$ cat src/sv/rcr_pkg.sv
`default_nettype none

package rcr_pkg;

    localparam int CFG_W        = 10;
    localparam int MAX_SIDE_DEF = 512;
    localparam int COORD_W      = 23;

    localparam logic [7:0] BG_RESET     = 8'd32;
    localparam logic [7:0] KIND_FILLED  = 8'h52;
    localparam logic [7:0] KIND_OUTLINE = 8'h72;

    localparam logic signed [COORD_W-1:0] FRAC_ONE = COORD_W'(256);

    localparam logic [1:0] OP_CLEAR = 2'd0;
    localparam logic [1:0] OP_DRAW  = 2'd1;
    localparam logic [1:0] OP_READ  = 2'd2;

    localparam logic [1:0] REG_WIDTH  = 2'd0;
    localparam logic [1:0] REG_HEIGHT = 2'd1;
    localparam logic [1:0] REG_BG     = 2'd2;

    typedef struct packed {
        logic [1:0]         opcode;
        logic signed [19:0] rect_x;
        logic signed [19:0] rect_y;
        logic signed [19:0] rect_w;
        logic signed [19:0] rect_h;
        logic [7:0]         kind_char;
        logic [7:0]         fill_char;
        logic [8:0]         pixel_col;
        logic [8:0]         pixel_row;
    } t_in_item;

    typedef struct packed {
        logic       status;
        logic [7:0] pixel_char;
    } t_out_item;

    typedef struct packed {
        logic                      clear;
        logic                      outline;
        logic [7:0]                data;
        logic signed [COORD_W-1:0] x_lo;
        logic signed [COORD_W-1:0] x_hi;
        logic signed [COORD_W-1:0] x_in;
        logic signed [COORD_W-1:0] x_out;
        logic signed [COORD_W-1:0] y_lo;
        logic signed [COORD_W-1:0] y_hi;
        logic signed [COORD_W-1:0] y_in;
        logic signed [COORD_W-1:0] y_out;
    } t_sweep_cmd;

    typedef struct packed {
        logic wr_en;
        logic last;
    } t_sweep_stat;

    typedef enum logic [1:0] {
        ST_IDLE,
        ST_SWEEP,
        ST_READ,
        ST_DONE
    } t_state;

endpackage

`default_nettype wire

$ cat src/sv/rcr_sweep.sv
`default_nettype none

module rcr_sweep
    import rcr_pkg::*;
#(
    parameter int MAX_SIDE = MAX_SIDE_DEF
) (
    input  wire logic                     i_clk,
    input  wire logic                     i_rst_n,
    input  wire logic                     i_start,
    input  wire t_sweep_cmd               i_cmd,
    input  wire logic [$clog2(MAX_SIDE+1)-1:0] i_wd,
    input  wire logic [$clog2(MAX_SIDE+1)-1:0] i_ht,
    output t_sweep_stat                   o_stat,
    output logic [2*((MAX_SIDE > 1) ? $clog2(MAX_SIDE) : 1)-1:0] o_addr,
    output logic [7:0]                    o_wdata
);

    localparam int CW = $clog2(MAX_SIDE + 1);
    localparam int AW = (MAX_SIDE > 1) ? $clog2(MAX_SIDE) : 1;

    logic          r_active;
    t_sweep_cmd    r_cmd;
    logic [AW-1:0] r_row;
    logic [AW-1:0] r_col;
    logic [AW-1:0] r_last_col;
    logic [AW-1:0] r_last_row;

    logic signed [COORD_W-1:0] px;
    logic signed [COORD_W-1:0] py;
    logic inx;
    logic iny;
    logic edgex;
    logic edgey;
    logic paint;
    logic end_col;
    logic end_row;

    always_comb begin
        px      = $signed(COORD_W'({r_col, 8'd0}));
        py      = $signed(COORD_W'({r_row, 8'd0}));
        inx     = (r_cmd.x_lo <= px) && (px <= r_cmd.x_hi);
        iny     = (r_cmd.y_lo <= py) && (py <= r_cmd.y_hi);
        edgex   = (px < r_cmd.x_in) || (px > r_cmd.x_out);
        edgey   = (py < r_cmd.y_in) || (py > r_cmd.y_out);
        paint   = r_cmd.clear || (inx && iny && (!r_cmd.outline || edgex || edgey));
        end_col = (r_col == r_last_col);
        end_row = (r_row == r_last_row);
    end

    always_ff @(posedge i_clk) begin
        if (!i_rst_n) begin
            r_active <= 1'b0;
        end else if (i_start) begin
            r_active <= 1'b1;
        end else if (r_active && end_col && end_row) begin
            r_active <= 1'b0;
        end
    end

    always_ff @(posedge i_clk) begin
        if (i_start) begin
            r_cmd      <= i_cmd;
            r_row      <= '0;
            r_col      <= '0;
            r_last_col <= AW'(i_wd - CW'(1));
            r_last_row <= AW'(i_ht - CW'(1));
        end else if (r_active) begin
            if (end_col) begin
                r_col <= '0;
                r_row <= r_row + AW'(1);
            end else begin
                r_col <= r_col + AW'(1);
            end
        end
    end

    always_comb begin
        o_stat.wr_en  = r_active && paint;
        o_stat.last   = r_active && end_col && end_row;
        o_addr        = {r_row, r_col};
        o_wdata       = r_cmd.data;
    end

endmodule

`default_nettype wire

$ cat config.mk
export PLATFORM = sky130hd
export DESIGN_NAME = rcr_sweep
export DESIGN_NICKNAME = d
export VERILOG_FILES = /design/src/sv/rcr_pkg.sv /design/src/sv/rcr_sweep.sv
export SDC_FILE = /design/constraint.sdc
export NUM_CORES = 1
export LEC_CHECK = 0
export ABC_AREA = 1
export BUFFER_PORTS_ARGS = -buffer_cell sky130_fd_sc_hd__buf_2
export CAP_MARGIN = 25
export CORE_MARGIN = 10
export CORE_UTILIZATION = 40
export DETAILED_ROUTE_END_ITERATION = 8
export PLACE_DENSITY = 0.67
export SKIP_LAST_GASP = 1
export SLEW_MARGIN = 20
export SYNTH_ARGS = -nofsm -noshare
export SYNTH_HDL_FRONTEND = slang
export SYNTH_SLANG_ARGS = --single-unit
$ cat constraint.sdc
create_clock -name i_clk -period 4.4 [get_ports i_clk]
set_clock_uncertainty 0.15 [all_clocks]
set_input_delay 0.22 -clock i_clk [delete_from_list [all_inputs] [get_ports i_clk]]
set_output_delay 0.22 -clock i_clk [all_outputs]
set_load 0.02 [all_outputs]
# == Word level (Yosys, flattened, before mapping) ==
# Cells that the tools add are included.
# totals
register_bits,231
inputBits,217
out_inout_bits,28
elab_cells,48
# op_classes
add_sub_neg,4
magnitude_cmp,8
eq_ne,2
n_mux,3
reduce_logical,15
# ops
op,count
18-bit by 23-bit greater-than comparator with 1-bit output,2
18-bit by 23-bit <= comparator with 1-bit output,2
23-bit by 18-bit <= comparator with 1-bit output,2
18-bit by 23-bit < comparator with 1-bit output,2
9-bit by 1-bit adder with 9-bit output (second input constant),2
9-bit == test,2
9-bit by 1-bit subtractor with 9-bit output (second input constant),2
9-bit two-way mux,1
1-bit logical AND,7
1-bit logical OR,5
1-bit two-way mux,2
2-bit AND reduction,1
2-bit nonzero test,1
1-bit zero test,1

# == Depth between registers and ports, before layout ==
# logic_depth
depth_word,7
mapped_depth,16

# == Worst setup path after synthesis ==
# OpenSTA, ideal clock, no wires.
# synth_path
kind,reg-to-output
from,reg r_row[6]
to,out o_stat[1] (netlist bit)
t_arrival_ns,1.973
slack_ns,2.057
path_stages_with_launch,13
path_cell_list,dfxtp_1 -> inv_1 -> ha_1 -> a21o_1 -> nor2_1 -> nand2_1 -> nand2_1 -> nand2_1 -> nand3b_1 -> nand2_1 -> nor2_1 -> nand2_1 -> a21oi_1
# synth_lines
element,line_no,rtl
from (decl),rcr_sweep.sv:24,logic [AW-1:0] r_row;
from (signal assigned),rcr_sweep.sv:71,r_row <= r_row + AW'(1);
to (decl),rcr_sweep.sv:14,"output t_sweep_stat o_stat,"

==> metrics <==
placed cells=approximately 1400; power share of the sequential group=0.499; Net Sw Power=approximately 1.2 mW; Pins Over Slew Limit=0; IO Pins=roughly 250; initial antenna violation count=10; vias in the first global route=between 8000 and 9000; area grow syn2layout=45.6%; max_cap viols=0; post-CTS sizing=0; crit path DAT=between 2 and 3 ns; TritonCTS clock tree=built; die area=32600 sq um; final setup vio count=0; Hold EP=r_cmd[46]$_DFFE_PP_; layout cells sized above 1=0.210; internal power=4.13 mW; Max clock buf depth=3; mapped cell area=about 10000 sq um; die height=around 180 microns; DP Worst Slack=1.86 ns; Area contributors post-synth=edfxtp_1 62%, ha_1 9.2%, nand2_1 5.0%, inv_1 4.8%, nor2_1 3.9%; core area=about 25000 sq um; Reg2Reg Depth=7; Comb power frac=0.098; Placed Area=about 12000 sq um; Worst-Margin Slew=~0.77 ns; H-tree Lvls=1; row cnt=58; Synth cell types=28; Inserted Clock Buffers=26; via count=between 7000 and 8000; critical path class=reg2out; sequential-to-total area share from yosys stat=0.655; drt total wl=roughly 28000 microns; Pwr Total=about 5.3 mW; Final min period=just over 3 ns; IO Port Bufs=around 240; fin area=around 15000 sq um; cell taking the most area after synthesis=edfxtp_1; initial DRC count=290; Hold Path Class=in2reg; syn nets=1166; Most used DFF post-synth=edfxtp_1; relative slew slack=0.486; CP max FO=8; gate count of the mapped netlist=approximately 870; Min-Delay Path Depth=1; gr usage total=0.165; Worst setup EP type=output pin; nets@finish=between 1500 and 2000; outcome=finished, final reports clean; Die X=180 microns; Fin Setup TNS=0 ns; ys async rst share=0; grt ovf=0; switching portion of total power=0.219; EDFF count, synth=about 210; drt pass-1 iters=4; CP delay by family, top=simple AND/OR/NAND/NOR gates; Reg2Reg Setup Slack=~1.9 ns; RSZ-0062 raised after global routing=no; slowest CP cell=dfxtp_1; share of the synthesized area in the top cell type=0.618; Via density=between 4 and 5; Syn. warnings=0; IR drop worst, VDD=approximately 0.00028 V; Synth Register Bits=between 200 and 250; hold slack=around 0.050 ns; Leak Pwr=6.67 nW; CP bufs+invs=2; final hold violation count=0; Synth top cells by count=212 x edfxtp_1, 138 x nand2_1, 133 x inv_1; Synth Area per Inst=~12 sq um; r2r startpoint=r_col[7]$_SDFFE_PP0P_; post-route core utilization=0.594; Final Non-Filler Cells=1718; Hold Crit Start=i_start; most common cell in the synthesized netlist=edfxtp_1; CTS Sinks=approximately 230; drt drc=0; Tcrit/Tclk final=0.702; first-pass GRT wire length=between 40000 and 50000 microns; Clk pwr share=0.403; PwrDens=~350 nW/um^2; Root Buffer=clkbuf_16; dpl hpwl=between 15000 and 20000 microns; Worst-Skew Late Latency=between 0.5 and 0.6 ns; CTS clk-pin slew, worst paths=0.06 ns; Peak Freq=approximately 0.32 GHz; reg-to-reg endpoint=r_col[5]$_SDFFE_PP0P_; Detail Route Antenna Nets=0; Placer Congestion=approximately 0.80; Most Frequent Cell on Critical Path=nand2_1; pin count of the biggest net entering global routing=95; crit path cell chain=inv_1, ha_1, a21o_1, nor2_1, nand2_1, nand2_1, nand2_1, nand3b_1, nand2_1, nor2_1, nand2_1, a21oi_1, buf_2; max incr delay on CP=between 0.5 and 0.6 ns; worst setup margin=about 1.3 ns; routed length per instance=16.4 microns; CP startpoint kind=flop; Starting Density=0.408; Worst EP required=~4 ns
## cell usage in the layout (no fill, tap or decap), drive strengths merged
cell type and instances:
xor2 21, a21o 8, a21boi 1, or3 4
diode 9, nand3 30, a21oi 30, nor3 22
nor4 6, clkinv 13, and3 1, or2 7
inv 135, xnor2 11, ha 76, clkbuf 30
o21ai 3, dlygate4sd3 224, edfxtp 212, nor3b 3
nor2 108, dfxtp 19, bufinv 3, nand2 139
o21a 1, o21bai 2, nand3b 4, buf 244
nand4 22
## worst max path at each step
| stage | end | slack [ns] | from | cells past startpoint |
|---|---|---|---|---|
| finish | o_stat[1] | 1.31 | r_row[6]$_SDFFE_PP0P_ | 13 |
| floorplan | o_stat[1] | 2.06 | r_row[6]$_SDFFE_PP0P_ | 12 |
| CTS | o_stat[1] | 1.28 | r_row[8]$_SDFFE_PP0P_ | 11 |
| global placement | o_stat[1] | 1.87 | r_col[7]$_SDFFE_PP0P_ | 14 |
| detailed placement | o_stat[1] | 1.86 | r_row[8]$_SDFFE_PP0P_ | 11 |
| global route | o_stat[1] | 1.05 | r_row[6]$_SDFFE_PP0P_ | 14 |
## power groups by stage
stage / combinational, mW / sequential [mW] / clock, mW
finish: 0.520 / 2.64 / 2.13
detailed placement: 0.352 / 2.68 / 0
floorplan: 0.168 / 2.67 / 0
global placement: 0.338 / 2.67 / 0
global route: 0.578 / 2.65 / 2.27
CTS: 0.515 / 2.64 / 2.18
## per-layer routing
metal  vias to the layer above  share of wire  global-route usage
met1                      3688           0.40               0.185
met2                       241           0.51               0.297
met5                         -        0.00050                   0
met3                        48          0.064              0.0452
met4                         2          0.026              0.0561
li1                       3952              -                   -
## logic make-up (layout without fill, tap and decap cells)
family,Yosys count,after routing,synth area share
AND/OR/NAND/NOR,346,346,0.145
XOR/XNOR,32,32,0.0272
other,0,9,0
buffers and inverters,143,649,0.0557
flip-flops,231,231,0.655
AO/OA/AOI/OAI,45,45,0.0248
adder cells (fa/ha/maj),76,76,0.0923
## what timing repair did
item / 4_1_cts / 5_1_grt
hold endpoints to repair: 213 / 0
hold buffers: 224 / 0
buffers inserted: 0 / 0
## state kept, by name, indices dropped and copies added, names as in the netlist
name	cells
r_last_col	9
r_cmd	186
r_row	9
o_wdata	8
r_col	9
r_last_row	9
r_active	1
## layout make-up
cell class / count / area [sq um]
clock inverters: 17 / 173
diodes: 9 / 22.5
multi-input cells: 499 / 2980
well taps: 330 / 413
flip-flops and latches: 231 / 6750
clock buffers: 30 / 666
inverters: 134 / 503
repair buffers: 468 / 3490
fillers: 1976 / 10300
(Power assumes the default switching activity.)
